<file path="src/hdl/ntfsfr_pkg.sv">
// ----------------------------------------------------------------------------
// ntfsfr_pkg
// Shared types and codes for the mapping-pairs first-run decoder.
// ----------------------------------------------------------------------------
package ntfsfr_pkg;

    localparam int LcnW   = 64;
    localparam int LimitW = 16;
    localparam int CountW = 4;

    // Result status codes
    typedef enum logic [2:0] {
        ST_OK         = 3'd0,
        ST_OVERRUN    = 3'd1,
        ST_NO_LENGTH  = 3'd2,
        ST_LEN_BOUND  = 3'd3,
        ST_NEG_LENGTH = 3'd4,
        ST_HOLE       = 3'd5,
        ST_OFF_BOUND  = 3'd6,
        ST_LCN_LOW    = 3'd7
    } status_t;

    // Decoder phase
    typedef enum logic [1:0] {
        PH_IDLE = 2'd0,
        PH_LEN  = 2'd1,
        PH_OFF  = 2'd2
    } phase_t;

    // One input transfer
    typedef struct packed {
        logic [7:0]        data_byte;
        logic              start_req;
        logic [LimitW-1:0] limit;
        logic              attr_overrun;
    } item_t;

    // One result
    typedef struct packed {
        logic              valid;
        logic [LcnW-1:0]   lcn;
        status_t           status;
    } result_t;

endpackage

</file>
<file path="src/hdl/ntfs_first_run_decoder.sv">
// ----------------------------------------------------------------------------
// ntfs_first_run_decoder
// Decodes the first run of a mapping-pairs array, one byte per transfer,
// and returns the first cluster number or an error status per run list.
// ----------------------------------------------------------------------------
//  channel | direction | ports                                   | handshake
//  input   | in        | s_data_byte s_start_req s_limit          | s_valid/s_ready
//          |           | s_attr_overrun                          |
//  result  | out       | m_lcn m_status                          | m_valid/m_ready
//
//  One byte per cycle while m_ready does not stall; after its last byte is
//  transferred in, a result passes the input register, then decode into the result register.
//  The decode step advances whenever the result register is empty or drained
//  in the same cycle, so a stalled m_ready backs up into s_ready.
//  Synchronous active-low reset empties both registers and returns to idle.
// ----------------------------------------------------------------------------
module ntfs_first_run_decoder (
    input  logic                                    aclk,
    input  logic                                    aresetn,
    input  logic                                    s_valid,
    output logic                                    s_ready,
    input  logic [7:0]                              s_data_byte,
    input  logic                                    s_start_req,
    input  logic [ntfsfr_pkg::LimitW-1:0]           s_limit,
    input  logic                                    s_attr_overrun,
    output logic                                    m_valid,
    input  logic                                    m_ready,
    output logic signed [ntfsfr_pkg::LcnW-1:0]      m_lcn,
    output logic [2:0]                              m_status
);
    import ntfsfr_pkg::*;

    item_t   s_item;
    item_t   item;
    logic    item_valid;
    logic    fire;
    result_t res;

    assign s_item.data_byte    = s_data_byte;
    assign s_item.start_req    = s_start_req;
    assign s_item.limit        = s_limit;
    assign s_item.attr_overrun = s_attr_overrun;

    // Decode advances when the result slot can take a possible result
    assign fire = item_valid && (!m_valid || m_ready);

    ntfsfr_in_stage u_in (
        .aclk       (aclk),
        .aresetn    (aresetn),
        .s_valid    (s_valid),
        .s_ready    (s_ready),
        .s_item     (s_item),
        .pop        (fire),
        .item_valid (item_valid),
        .item       (item)
    );

    ntfsfr_decode u_dec (
        .aclk    (aclk),
        .aresetn (aresetn),
        .fire    (fire),
        .item    (item),
        .res     (res)
    );

    ntfsfr_out_stage u_out (
        .aclk     (aclk),
        .aresetn  (aresetn),
        .res      (res),
        .m_valid  (m_valid),
        .m_ready  (m_ready),
        .m_lcn    (m_lcn),
        .m_status (m_status)
    );

endmodule

</file>
<file path="src/hdl/ntfsfr_in_stage.sv">
// ----------------------------------------------------------------------------
// ntfsfr_in_stage
// Input register: holds one accepted transfer until the decode step takes it.
// ----------------------------------------------------------------------------
module ntfsfr_in_stage (
    input  logic                aclk,
    input  logic                aresetn,
    input  logic                s_valid,
    output logic                s_ready,
    input  ntfsfr_pkg::item_t   s_item,
    input  logic                pop,
    output logic                item_valid,
    output ntfsfr_pkg::item_t   item
);
    import ntfsfr_pkg::*;

    logic  valid_reg, valid_next;
    item_t item_reg, item_next;

    // Free when empty or when the held item leaves this cycle
    assign s_ready = !valid_reg || pop;

    always_comb begin
        valid_next = valid_reg;
        item_next  = item_reg;
        if (s_valid && s_ready) begin
            valid_next = 1'b1;
            item_next  = s_item;
        end else if (pop) begin
            valid_next = 1'b0;
        end
    end

    always_ff @(posedge aclk) begin
        if (!aresetn) begin
            valid_reg <= 1'b0;
        end else begin
            valid_reg <= valid_next;
        end
        item_reg <= item_next;
    end

    assign item_valid = valid_reg;
    assign item       = item_reg;

endmodule

</file>
<file path="src/hdl/ntfsfr_decode.sv">
// ----------------------------------------------------------------------------
// ntfsfr_decode
// Run-list state and the per-byte decode: header checks, field assembly,
// bound checks and the first cluster number.
// ----------------------------------------------------------------------------
module ntfsfr_decode (
    input  logic                aclk,
    input  logic                aresetn,
    input  logic                fire,
    input  ntfsfr_pkg::item_t   item,
    output ntfsfr_pkg::result_t res
);
    import ntfsfr_pkg::*;

    phase_t            phase_reg, phase_next;
    logic [CountW-1:0] len_cnt_reg, len_cnt_next;
    logic [CountW-1:0] off_cnt_reg, off_cnt_next;
    logic [CountW-1:0] idx_reg, idx_next;
    logic [LcnW-1:0]   acc_reg, acc_next;
    logic [LimitW-1:0] limit_reg, limit_next;

    logic [CountW-1:0] field_cnt;
    logic              last;
    logic [LcnW-1:0]   ext;
    logic [LcnW-1:0]   acc_sum;
    logic [CountW:0]   pair_len;

    // Field byte placement; the top byte sign-extends
    always_comb begin
        field_cnt = (phase_reg == PH_LEN) ? len_cnt_reg : off_cnt_reg;
        last      = ({1'b0, idx_reg} + (CountW+1)'(1)) == {1'b0, field_cnt};
        ext       = {{(LcnW-8){last & item.data_byte[7]}}, item.data_byte};
        // positions 8 and up fall out of the 64-bit value
        acc_sum   = idx_reg[CountW-1] ? acc_reg
                                      : (acc_reg | (ext << {idx_reg[2:0], 3'b000}));
        pair_len  = {1'b0, len_cnt_reg} + {1'b0, off_cnt_reg};
    end

    // Next state and result
    always_comb begin
        phase_next   = phase_reg;
        len_cnt_next = len_cnt_reg;
        off_cnt_next = off_cnt_reg;
        idx_next     = idx_reg;
        acc_next     = acc_reg;
        limit_next   = limit_reg;
        res.valid    = 1'b0;
        res.lcn      = '0;
        res.status   = ST_OK;
        if (fire) begin
            if (item.start_req) begin
                // header byte: restart, checks on counts
                limit_next   = item.limit;
                len_cnt_next = item.data_byte[3:0];
                off_cnt_next = item.data_byte[7:4];
                idx_next     = '0;
                acc_next     = '0;
                phase_next   = PH_IDLE;
                if (item.attr_overrun) begin
                    res.valid  = 1'b1;
                    res.status = ST_OVERRUN;
                end else if (item.data_byte[3:0] == '0) begin
                    res.valid  = 1'b1;
                    res.status = ST_NO_LENGTH;
                end else if (LimitW'(item.data_byte[3:0]) > item.limit) begin
                    res.valid  = 1'b1;
                    res.status = ST_LEN_BOUND;
                end else begin
                    phase_next = PH_LEN;
                end
            end else if (phase_reg != PH_IDLE) begin
                acc_next = acc_sum;
                idx_next = idx_reg + CountW'(1);
                if (last) begin
                    if (phase_reg == PH_LEN) begin
                        if (acc_sum[LcnW-1]) begin
                            res.valid  = 1'b1;
                            res.status = ST_NEG_LENGTH;
                            phase_next = PH_IDLE;
                        end else if (off_cnt_reg == '0) begin
                            res.valid  = 1'b1;
                            res.status = ST_HOLE;
                            phase_next = PH_IDLE;
                        end else if (LimitW'(pair_len) > limit_reg) begin
                            res.valid  = 1'b1;
                            res.status = ST_OFF_BOUND;
                            phase_next = PH_IDLE;
                        end else begin
                            phase_next = PH_OFF;
                            idx_next   = '0;
                            acc_next   = '0;
                        end
                    end else begin
                        res.valid  = 1'b1;
                        phase_next = PH_IDLE;
                        if (acc_sum[LcnW-1] && (acc_sum != '1)) begin
                            res.status = ST_LCN_LOW;
                        end else begin
                            res.lcn = acc_sum;
                        end
                    end
                end
            end
        end
    end

    always_ff @(posedge aclk) begin
        if (!aresetn) begin
            phase_reg   <= PH_IDLE;
            len_cnt_reg <= '0;
            off_cnt_reg <= '0;
            idx_reg     <= '0;
            acc_reg     <= '0;
            limit_reg   <= '0;
        end else begin
            phase_reg   <= phase_next;
            len_cnt_reg <= len_cnt_next;
            off_cnt_reg <= off_cnt_next;
            idx_reg     <= idx_next;
            acc_reg     <= acc_next;
            limit_reg   <= limit_next;
        end
    end

endmodule

</file>
<file path="src/hdl/ntfsfr_out_stage.sv">
// ----------------------------------------------------------------------------
// ntfsfr_out_stage
// Result register: holds one result until the downstream side takes it.
// ----------------------------------------------------------------------------
module ntfsfr_out_stage (
    input  logic                      aclk,
    input  logic                      aresetn,
    input  ntfsfr_pkg::result_t       res,
    output logic                      m_valid,
    input  logic                      m_ready,
    output logic signed [ntfsfr_pkg::LcnW-1:0] m_lcn,
    output logic [2:0]                m_status
);
    import ntfsfr_pkg::*;

    logic            valid_reg, valid_next;
    logic [LcnW-1:0] lcn_reg, lcn_next;
    status_t         status_reg, status_next;

    // Load a new result; otherwise drop the held one once taken
    always_comb begin
        valid_next  = valid_reg;
        lcn_next    = lcn_reg;
        status_next = status_reg;
        if (res.valid) begin
            valid_next  = 1'b1;
            lcn_next    = res.lcn;
            status_next = res.status;
        end else if (m_ready) begin
            valid_next = 1'b0;
        end
    end

    always_ff @(posedge aclk) begin
        if (!aresetn) begin
            valid_reg <= 1'b0;
        end else begin
            valid_reg <= valid_next;
        end
        lcn_reg    <= lcn_next;
        status_reg <= status_next;
    end

    assign m_valid  = valid_reg;
    assign m_lcn    = lcn_reg;
    assign m_status = status_reg;

endmodule

</file>
<file path="config.mk">
export PLATFORM = sky130hd
export DESIGN_NAME = ntfs_first_run_decoder
export DESIGN_NICKNAME = d
export VERILOG_FILES = /design/src/hdl/ntfsfr_pkg.sv /design/src/hdl/ntfs_first_run_decoder.sv /design/src/hdl/ntfsfr_in_stage.sv /design/src/hdl/ntfsfr_decode.sv /design/src/hdl/ntfsfr_out_stage.sv
export SDC_FILE = /design/constraint.sdc
export NUM_CORES = 1
export LEC_CHECK = 0
export BUFFER_PORTS_ARGS = -buffer_cell sky130_fd_sc_hd__buf_2
export CAP_MARGIN = 20
export CORE_MARGIN = 5
export CORE_UTILIZATION = 40
export CTS_BUF_LIST = sky130_fd_sc_hd__clkbuf_4
export DETAILED_ROUTE_END_ITERATION = 7
export SKIP_LAST_GASP = 1
export SYNTH_ARGS = -nofsm -noshare
export SYNTH_HDL_FRONTEND = slang
export SYNTH_SLANG_ARGS = --single-unit
</file>
<file path="constraint.sdc">
create_clock -name aclk -period 7.1 [get_ports aclk]
set_clock_uncertainty 0.2 [all_clocks]
set_input_delay 1.065 -clock aclk [delete_from_list [all_inputs] [get_ports aclk]]
set_output_delay 1.065 -clock aclk [all_outputs]
set_load 0.05 [all_outputs]
</file>
==> results.txt, run 1 <==
Post CTS Setup Buffer Count: 0
Post-synth EDFFs: 93
Clk Latency, worst-skew pair: 600 ps
Post-Layout Cell Count: 1349
final hold violation count: 0
M3 GR Usage: 3.64%
DIE AREA: 26400 um^2
worst-margin pin slew: 1120 ps
DRC: 0
VDD IR max: 0.111 mV
first-pass GRT wire length: 43700 um
reg2reg path depth: 14
ys async rst share: 0%
max_slew headroom: 25.5%
Initial Util: 40.8%
WHS Endpoint: u_dec.limit_reg[3]$_SDFFE_PN0P_
Clock transition at path regs: 160 ps
hold depth: 2
Worst Setup End Kind: flip-flop
Synth Flop Type: dfxtp_1
vias in the first global route: 7442
post-synth top area share: 30.1%
post-DR wirelength/cell: 20.6 um
top cells by area, synth: edfxtp_1 (30%), dfxtp_1 (21%), a21oi_1 (6.7%), nand2_1 (5.3%), nor3_2 (3.6%)
First-pass DRT Iterations: 7
Area growth syn-to-layout: 12.4%
share of cells above drive strength 1: 21.0%
met1 Use GR: 30.3%
Worst Path Arrival: 5370 ps
RR Endpoint: u_out.m_lcn[18]$_SDFFCE_PP0P_
cell area after synthesis: 9280 um^2
RSZ-0062 raised after global routing: no
Bufs on Longest Clock Path: 2
register area share after synthesis: 50.8%
MaxCap Viol Count: 0
fin crit period: 5160 ps
half-perimeter wire length after placement: 19400 um
CTS root buffer: clkbuf_4
syn nets: 991
1st-iter DRT viols: 708
met2 GRT Util: 32.7%
worst hold-check path type: reg2reg
TritonCTS Buffers: 17
gr ovfl total: 0
Hold Crit Start: u_dec.limit_reg[3]$_SDFFE_PN0P_
Fillers: 2217
Pleak: 3.56 nW
net count reported at finish: 1067
CTS resizes: 0
H-tree levels: 4
CTS Sinks: 189
initial antenna violation count: 1
GRT Overall Usage: 21.1%
Final ANT Viol Nets: 0
Routed WL: 27900 um
part of the cycle the worst path needs: 72.7%
vias per cell: 5.74
critical path fanouts, max: 45
final setup violation count: 0
CP Data Required Time: 7310 ps
global route hottest layer: met2
Die H: 162 um
Syn Inst Count: 946
CTS tree: built
R2R setup slack: 1940 ps
largest net degree at the start of global routing: 55
Synthesis Warnings: 0
post-route setup TNS: 0 ps
power after layout: 2.02 mW
placed insts: 1315
power per cell area: 193 nW/um^2
Rows: 55
Routability Congestion: 0.934
Die Wd: 162 um
crit path kind: reg2reg
I/O pin total: 99
port bufs: 98
top cell type by total area after synthesis: edfxtp_1
CP Launch Type: flip-flop
syn_area_per_cell: 9.81 um^2
fmax: 194 MHz
post-synthesis register bit count: 189
CTS Hold Buffers Added: 0
fin. max-slew vios: 0
core area: 22800 um^2
Crit. Startpoint: u_dec.idx_reg[0]$_SDFFE_PN0P_
Hold Slack: 269 ps
r2r startpoint: u_dec.idx_reg[0]$_SDFFE_PN0P_
DR vias: 7750
Distinct cells, synth: 83
status: completed
critical path: stages (launching register included):
cell and delay (ps):
dfxtp_1 340, buf_4 330, ha_1 380, nor2b_1 80, o21ai_1 320, and4_1 340
nand3_1 100, buf_4 230, a211oi_1 620, a311oi_1 190, or4_1 620, nor4_4 240
a31oi_4 190, buf_4 380, a211oi_1 350
routing by layer:
metal / share of wire (%) / vias to the layer above
met4: 2.2 / 0
li1: - / 3679
met3: 6.7 / 44
met2: 46 / 289
met5: 0 / -
met1: 46 / 3738
final cells by class:
class / instances / area (um^2) / share of cell area [%]
flip-flops and latches: 189 / 4710 / 45.2
multi-input cells: 678 / 4270 / 40.9
repair buffers: 120 / 676 / 6.48
well taps: 313 / 392 / 3.75
clock inverters: 15 / 191 / 1.83
clock buffers: 17 / 128 / 1.22
inverters: 16 / 60.1 / 0.576
diodes: 1 / 2.50 / 0.0240
Yosys cell counts (8+ instances only):
master      n
o21a_1     11
clkbuf_1   48
and3_1     17
o21ai_0    17
nand2b_1   11
a21o_1     11
a211oi_2    9
nor3_2     33
a21oi_1   124
edfxtp_1   93
nand3_1    13
a22o_1     23
nor2b_1    19
nand2_1   131
nor4_1     17
nor2_1     55
dfxtp_1    96
nor3_1     47
buf_2       8
inv_1      15
ha_1       14
worst max-delay path by stage:
stage                                         end  slack (ps)  cells after the start
finish              u_out.m_lcn[18]$_SDFFCE_PP0P_        1940                     14
global route        u_out.m_lcn[18]$_SDFFCE_PP0P_        1570                     14
CTS                 u_out.m_lcn[18]$_SDFFCE_PP0P_        1990                     14
detailed placement  u_out.m_lcn[18]$_SDFFCE_PP0P_        2030                     14
global placement    u_out.m_lcn[18]$_SDFFCE_PP0P_        2140                     14
floorplan            u_out.m_lcn[0]$_SDFFCE_PP0P_        1440                     12
placed cells by master (no fill, tap or decap), types with 19 or more instances in the layout:
cell type / instances
nand2_1: 130
a21oi_1: 124
buf_2: 98
dfxtp_1: 96
edfxtp_1: 93
nor2_1: 54
nor3_1: 46
nor3_2: 33
a22o_1: 23
buf_4: 21
nor2b_1: 19
cells by family after synthesis:
| kind of cell | count (synthesis) | share of synthesized area (%) |
|---|---|---|
| simple gates | 384 | 22.3 |
| compound gates | 265 | 19.4 |
| flops | 189 | 50.8 |
| buf+inv | 79 | 3.54 |
| fa+ha+maj | 16 | 2.21 |
| mux | 8 | 1.28 |
| xor+xnor | 5 | 0.472 |
per-stage QoR:
stage	util (%)	setup WS (ps)	area, um^2
after floorplan	-	1440	9290
after global placement	44.3	2140	10100
after detailed placement	44.3	2030	10100
after CTS	45.7	1990	10400
after global routing	45.8	1570	10400
final	45.8	1940	10400
report_power, final:
| group | switching, mW | total, mW | internal (mW) |
|---|---|---|---|
| combinational | 0.137 | 0.186 | 0.0484 |
| sequential | 0.0203 | 1.19 | 1.17 |
| clock | 0.443 | 0.642 | 0.199 |
| total | 0.600 | 2.02 | 1.41 |
(Power assumes the default switching activity.)
==> run 2, diff against run 1 <==
ABC_AREA = 1   (was not set)
clock period = 5 ns   (was 7.1 ns; I/O delays follow)
==> run 2 against run 1 <==
  * Sequential share of layout area increased by 3.5 points
  * Maximum frequency increased by 25%
  * Critical path depth increased by 5
  * Global-route usage decreased by 4.0 points
  * Final area decreased by 7.1%
  * Final cell count increased by 6.0%
  * Non-clock buffer count decreased by 8
  * Core utilization decreased by 0.99 points
  * Largest cell class unchanged
==> results.txt, run 2 <==
CP Launch Type: flip-flop
register share of total power: 59.8% (+0.9 points)
fin. max-slew vios: 0 (unchanged)
Die H: 157 um (-3.1%)
syn nets: 1101 (+11%)
DR vias: 7033 (-9.3%)
1st-iter DRT viols: 490 (-31%)
vias in the first global route: 6628 (-11%)
critical path fanouts, max: 44 (-2.2%)
r2r startpoint: u_dec.idx_reg[0]$_SDFFE_PN0P_
Pleak: 3.91 nW (+10%)
vias per cell: 4.92 (-14%)
Bufs on Longest Clock Path: 2 (unchanged)
I/O pin total: 99 (unchanged)
Clock transition at path regs: 170 ps (about the same)
final hold violation count: 0 (unchanged)
syn_area_per_cell: 8.23 um^2 (-16%)
most used cell, CP: nand2_1
placed insts: 1397 (+6.2%)
reg2reg path depth: 19 (+5)
DIE AREA: 24800 um^2 (-6.0%)
CP max stage delay: 640 ps (+20 ps)
post-DR wirelength/cell: 14.6 um (-29%)
Synth Flop Type: dfxtp_1
CTS tree: built
Synthesis Warnings: 0 (unchanged)
Post-synth EDFFs: 93 (unchanged)
largest net degree at the start of global routing: 66 (+20%)
register area share after synthesis: 54.3% (+3.5 points)
fin crit period: 4110 ps (-1050 ps)
WHS Endpoint: u_in.item[11]$_DFFE_PP_
Worst Setup End Kind: flip-flop
Top delay family on crit path: simple AND/OR/NAND/NOR gates
CTS Hold Buffers Added: 0 (unchanged)
Distinct cells, synth: 40 (-52%)
MaxCap Viol Count: 0 (unchanged)
cell area after synthesis: 8690 um^2 (-6.4%)
Final ANT Viol Nets: 0 (unchanged)
Post-Layout Cell Count: 1430 (+6.0%)
initial antenna violation count: 1 (unchanged)
part of the cycle the worst path needs: 82.3% (+9.6 points)
H-tree levels: 4 (unchanged)
RR Endpoint: u_out.m_lcn[41]$_SDFFCE_PP0P_
post-route setup TNS: 0 ps (unchanged)
Bufs and invs on worst path: 5 (+2)
VDD IR max: 0.155 mV (+39%)
ys async rst share: 0% (unchanged)
worst hold-check path type: in2reg
CTS root buffer: clkbuf_4
core area: 21600 um^2 (-5.1%)
Clock Power Share: 29.1% (-2.8 points)
Routability Congestion: 0.891 (-4.7%)
half-perimeter wire length after placement: 14900 um (-23%)
crit path kind: reg2reg
Gate power share: 11.1% (+1.9 points)
First-pass DRT Iterations: 6 (-1)
Die Wd: 157 um (-3.1%)
port bufs: 98 (unchanged)
final setup violation count: 0 (unchanged)
post-layout util: 44.8% (-0.99 points)
most frequent cells in the layout: nand2_1 (220), inv_1 (155), nor2_1 (121), buf_2 (98), dfxtp_1 (96)
CP Data Required Time: 5020 ps (-2290 ps)
hold depth: 1 (-1)
Power Internal: 1.97 mW (+39%)
status: completed
post-synth top area share: 32.1% (+2.1 points)
CTS resizes: 0 (unchanged)
Post CTS Setup Buffer Count: 0 (unchanged)
DRC: 0 (unchanged)
most common library cells after synthesis: nand2_1 (220), inv_1 (156), nor2_1 (122), dfxtp_1 (96), a21oi_1 (95)
P_sw: 0.849 mW (+41%)
RSZ-0062 raised after global routing: no
Initial Util: 40.2% (-0.58 points)
Crit-path slowest cell: dfxtp_1
net count reported at finish: 1181 (+11%)
share of cells above drive strength 1: 14.1% (-6.9 points)
top cells by area, synth: edfxtp_1 (32%), dfxtp_1 (22%), nand2_1 (9.5%), inv_1 (6.7%), a21oi_1 (5.5%)
post-synthesis register bit count: 189 (unchanged)
Worst Path Arrival: 4140 ps (-1230 ps)
leading cell type in the layout, fill and taps excluded: nand2_1
TritonCTS Buffers: 17 (unchanged)
R2R setup slack: 890 ps (-1050 ps)
Syn Inst Count: 1056 (+12%)
first-pass GRT wire length: 33900 um (-22%)
Routed WL: 20900 um (-25%)
CTS Sinks: 189 (unchanged)
power per cell area: 291 nW/um^2 (+50%)
max_slew headroom: 39.0% (+13 points)
worst-margin pin slew: 914 ps (-202 ps)
Clk Latency, worst-skew pair: 590 ps (about the same)
most numerous cell in the Yosys netlist: nand2_1
GRT Overall Usage: 17.2% (-4.0 points)
fmax: 243 MHz (+25%)
top cell type by total area after synthesis: edfxtp_1
Hold Crit Start: s_limit[10]
Critical Path, Cell by Cell: ha_1 -> nand2_1 -> nand2_1 -> inv_1 -> nand2_1 -> nand2_1 -> nor2_4 -> nand3_2 -> a21oi_4 -> buf_4 -> nand2_1 -> nand2_1 -> inv_1 -> nand4_1 -> nand2_1 -> a21oi_1 -> nand2_1 -> inv_2 -> buf_4
gr ovfl total: 0 (unchanged)
Area growth syn-to-layout: 11.5%
Sw Share: 30.1% (+0.35 points)
Rows: 54 (-1.8%)
[run 2: cell count changes in the layout (fill, tap and decap cells not counted), sizes merged, moves of 11 or more]
cell	change
a21oi	-28
nor4	-13
nand3	+34
a211oi	-14
nand2	+91
o21ai	+24
inv	+149
a22o	-23
nor2	+70
nor3	-12
and3	-16
nor2b	-19
nand2b	-11
[run 2: worst max path at each step]
stage	from	endpoint	slack [ps]	depth (start not counted)
finish	u_dec.idx_reg[0]$_SDFFE_PN0P_	u_out.m_lcn[41]$_SDFFCE_PP0P_	890	19
global route	u_dec.idx_reg[0]$_SDFFE_PN0P_	u_out.m_lcn[41]$_SDFFCE_PP0P_	510	19
CTS	u_dec.idx_reg[0]$_SDFFE_PN0P_	u_out.m_lcn[41]$_SDFFCE_PP0P_	940	19
detailed placement	u_dec.idx_reg[0]$_SDFFE_PN0P_	u_out.m_lcn[16]$_SDFFCE_PP0P_	970	19
global placement	u_dec.idx_reg[0]$_SDFFE_PN0P_	u_out.m_lcn[16]$_SDFFCE_PP0P_	1040	19
floorplan	u_dec.off_cnt_reg[0]$_SDFFE_PN0P_	u_out.m_lcn[0]$_SDFFCE_PP0P_	850	13
[run 2: cell families (layout without fill, tap and decap cells)]
family                     count (synthesis)  count (layout)  synth area share, %
xor gates and xnor gates                   2               2                0.202
adders and majority gates                 15              15                 2.25
other                                      0               1                    0
buffers and inverters                    214             307                 9.95
AOI/OAI and AO/OA                        158             158                 9.85
DFF                                      189             189                 54.3
and+or+nand+nor                          478             478                 23.5
[run 2: layer usage]
layer,global-route usage [%],up-vias,wire length [um]
li1,-,3581,-
met5,0,-,0
met3,3.22,29,923
met2,27.4,170,9840
met4,4.79,0,385
met1,24.0,3253,9760
[run 2: per-stage QoR]
stage	cell area (um^2)	worst slack, ps	power (mW)	hold slack, ps
after floorplan	8690	851	1.94	233
after global placement	9410	1040	2.03	253
after detailed placement	9410	971	2.03	256
after CTS	9690	937	2.84	79.1
after global routing	9690	509	2.95	49.0
final	9690	886	2.82	124
[run 2: cell type report]
cell class                 instances  area [um^2]
antenna                            1         2.50
clock buffer                      17          128
clock inverter                    15          146
tap                              280          350
multi-input combinational        653         3120
timing repair buffer             112          621
fill                            2206        11900
inverter                         163          612
sequential                       189         4710
[run 2: worst reg2reg max path, cell delays in order, from the launching register on]
cell,delay (ps)
dfxtp_1,640
ha_1,280
nand2_1,60
nand2_1,100
inv_1,60
nand2_1,60
nand2_1,80
nor2_4,170
nand3_2,140
a21oi_4,380
buf_4,230
nand2_1,70
nand2_1,140
inv_1,110
nand4_1,180
nand2_1,80
a21oi_1,120
nand2_1,100
inv_2,70
buf_4,430
[run 2: power groups by stage]
stage	sequential, mW	combinational, mW	clock (mW)
2_1_floorplan	1.75	0.185	0
3_3_place_gp	1.72	0.312	0
4_1_cts	1.68	0.315	0.845
5_1_grt	1.69	0.350	0.911
3_5_place_dp	1.72	0.313	0
6_report	1.68	0.312	0.819
==> run 3, diff against run 2 <==
clock period = 3.9 ns   (was 5 ns; I/O delays follow)
==> run 3 against run 2 <==
  * Sequential cell count stayed put
  * Core utilization is 1.7 points higher
  * Sequential power is 29% higher
  * Clock power is 28% higher
  * Final area is 3.7% higher
  * Power is 29% higher
  * Critical path depth is 5 lower
  * Register-to-register slack worse by 630 ps
  * Wire length is 2.4% higher
  * Global-route usage is 0.55 points higher
  * Largest power group unchanged
  * Maximum frequency is 13% higher
  * Via count is 0.91% higher
==> results.txt, run 3 (synthesis results as in run 2) <==
CP Launch Type: flip-flop
gr ovfl total: 0 (unchanged)
crit path kind: reg2reg
final hold violation count: 0 (unchanged)
most frequent cells in the layout: nand2_1 (220), inv_1 (155), nor2_1 (121), buf_2 (98), a21oi_1 (95)
Post CTS Setup Buffer Count: 0 (unchanged)
MaxCap Viol Count: 0 (unchanged)
TritonCTS Buffers: 17 (unchanged)
CP Data Required Time: 3960 ps (-1060 ps)
pre-CTS setup slack: 196 ps (-774 ps)
hold depth: 4 (+3)
CTS tree: built
share of cells above drive strength 1: 14.5% (+0.37 points)
Bufs on Longest Clock Path: 2 (unchanged)
core area: 21600 um^2 (unchanged)
max_slew headroom: 38.8% (-0.19 points)
First-pass DRT Iterations: 5 (-1)
part of the cycle the worst path needs: 93.6% (+11 points)
final setup violation count: 0 (unchanged)
Hold Slack: 67.6 ps (-56.1 ps)
DIE AREA: 24800 um^2 (unchanged)
Clock transition at path regs: 170 ps (about the same)
Clk Latency, worst-skew pair: 600 ps (about the same)
I/O pin total: 99 (unchanged)
Initial Util: 40.2% (unchanged)
Final ANT Viol Nets: 0 (unchanged)
fmax: 274 MHz (+13%)
fin. max-slew vios: 0 (unchanged)
power per cell area: 363 nW/um^2 (+25%)
H-tree levels: 4 (unchanged)
worst-margin pin slew: 917 ps (+2.86 ps)
status: completed
Post-Place Cell Area: 9490 um^2 (+0.78%)
DRC: 0 (unchanged)
Worst Path Arrival: 3710 ps (-430 ps)
GRT Overall Usage: 17.7% (+0.55 points)
CTS root buffer: clkbuf_4
vias per cell: 4.85 (-1.4%)
largest net degree at the start of global routing: 69 (+4.5%)
Die H: 157 um (unchanged)
half-perimeter wire length after placement: 15000 um (+0.62%)
Pleak: 4.06 nW (+3.7%)
final setup margin: 251 ps (-635 ps)
leading cell type in the layout, fill and taps excluded: nand2_1
post-DR wirelength/cell: 14.6 um (about the same)
DR vias: 7097 (+0.91%)
CTS Sinks: 189 (unchanged)
Area growth syn-to-layout: 15.7%
vias in the first global route: 6801 (+2.6%)
port bufs: 98 (unchanged)
RSZ-0062 raised after global routing: no
VDD IR max: 0.180 mV (+16%)
fin crit period: 3650 ps (-465 ps)
net count reported at finish: 1214 (+2.8%)
reg2reg path depth: 14 (-5)
worst hold-check path type: in2reg
Fillers: 2203 (-0.14%)
Design Area, Final: 10000 um^2 (+3.7%)
Worst Setup End Kind: flip-flop
1st-iter DRT viols: 528 (+7.8%)
Die Wd: 157 um (unchanged)
first-pass GRT wire length: 35000 um (+3.1%)
Rows: 54 (unchanged)
Routed WL: 21400 um (+2.4%)
critical path fanouts, max: 31 (-30%)
Routability Congestion: 0.912 (+2.4%)
initial antenna violation count: 2 (+1)
post-route setup TNS: 0 ps (unchanged)
power after layout: 3.64 mW (+29%)
## run 3: changes by cell type in the layout (fill, tap and decap cells not counted), moves of 3 or more
cell | previous run | this run
dlygate4sd3_1 | 0 | 27
buf_4 | 12 | 15
o21ai_0 | 43 | 40
o21ai_1 | 0 | 3
## run 3: layout make-up
class / instances / area, um^2 / share of cell area, %
diodes: 2 / 5.00 / 0.0498
clock buffers: 17 / 128 / 1.27
clock inverters: 15 / 148 / 1.47
inverters: 163 / 621 / 6.18
multi-input cells: 653 / 3120 / 31.0
flip-flops and latches: 189 / 4720 / 46.9
well taps: 280 / 350 / 3.49
repair buffers: 145 / 965 / 9.60
## run 3: worst paths after layout
kind                                                        start                              end  slack (ps)
worst max-delay path            u_dec.len_cnt_reg[0]$_SDFFE_PN0P_    u_out.m_lcn[55]$_SDFFCE_PP0P_         250
worst max register to register  u_dec.len_cnt_reg[0]$_SDFFE_PN0P_    u_out.m_lcn[55]$_SDFFCE_PP0P_         250
worst min-delay path                                      m_ready       u_out.m_valid$_SDFFE_PN0P_          70
worst min register to register    u_dec.limit_reg[4]$_SDFFE_PN0P_  u_dec.limit_reg[4]$_SDFFE_PN0P_         270
## run 3: what timing repair did
item | 4_1_cts | 5_1_grt
resized for setup | 0 | 9
endpoints found under the setup margin | 0 | 86
hold buffers | 27 | 0
endpoints found under the hold margin | 27 | 0
## run 3: critical path, stage by stage, from the launching register on
cell and delay [ps]:
dfxtp_1 380, ha_1 240, fa_1 460, xor2_1 160
ha_1 280, nand2_1 60, o21ai_0 180, a32o_1 140
nand4_1 150, nand4_1 230, nand2_1 80, a21oi_1 130
nand2_1 120, clkinvlp_4 110, buf_4 370
## run 3: metrics by stage
stage	instances	utilization [%]
after floorplan	1056	-
after global placement	1403	43.9
after detailed placement	1403	43.9
after CTS	1462	46.4
after global routing	1464	46.5
final	1464	46.5
## run 3: per-layer routing
| layer | part of all wire, % | track usage [%] | vias up |
|---|---|---|---|
| met5 | 0 | 0 | - |
| met2 | 47 | 28.7 | 151 |
| met4 | 2.0 | 5.16 | 0 |
| li1 | - | - | 3651 |
| met1 | 47 | 24.4 | 3269 |
| met3 | 4.6 | 3.13 | 26 |
## run 3: power by group
part	leakage, nW	internal (mW)	switching [mW]	total [mW]
clock network	0.152	0.288	0.766	1.05
registers	1.66	2.13	0.0315	2.16
logic	2.24	0.131	0.303	0.433
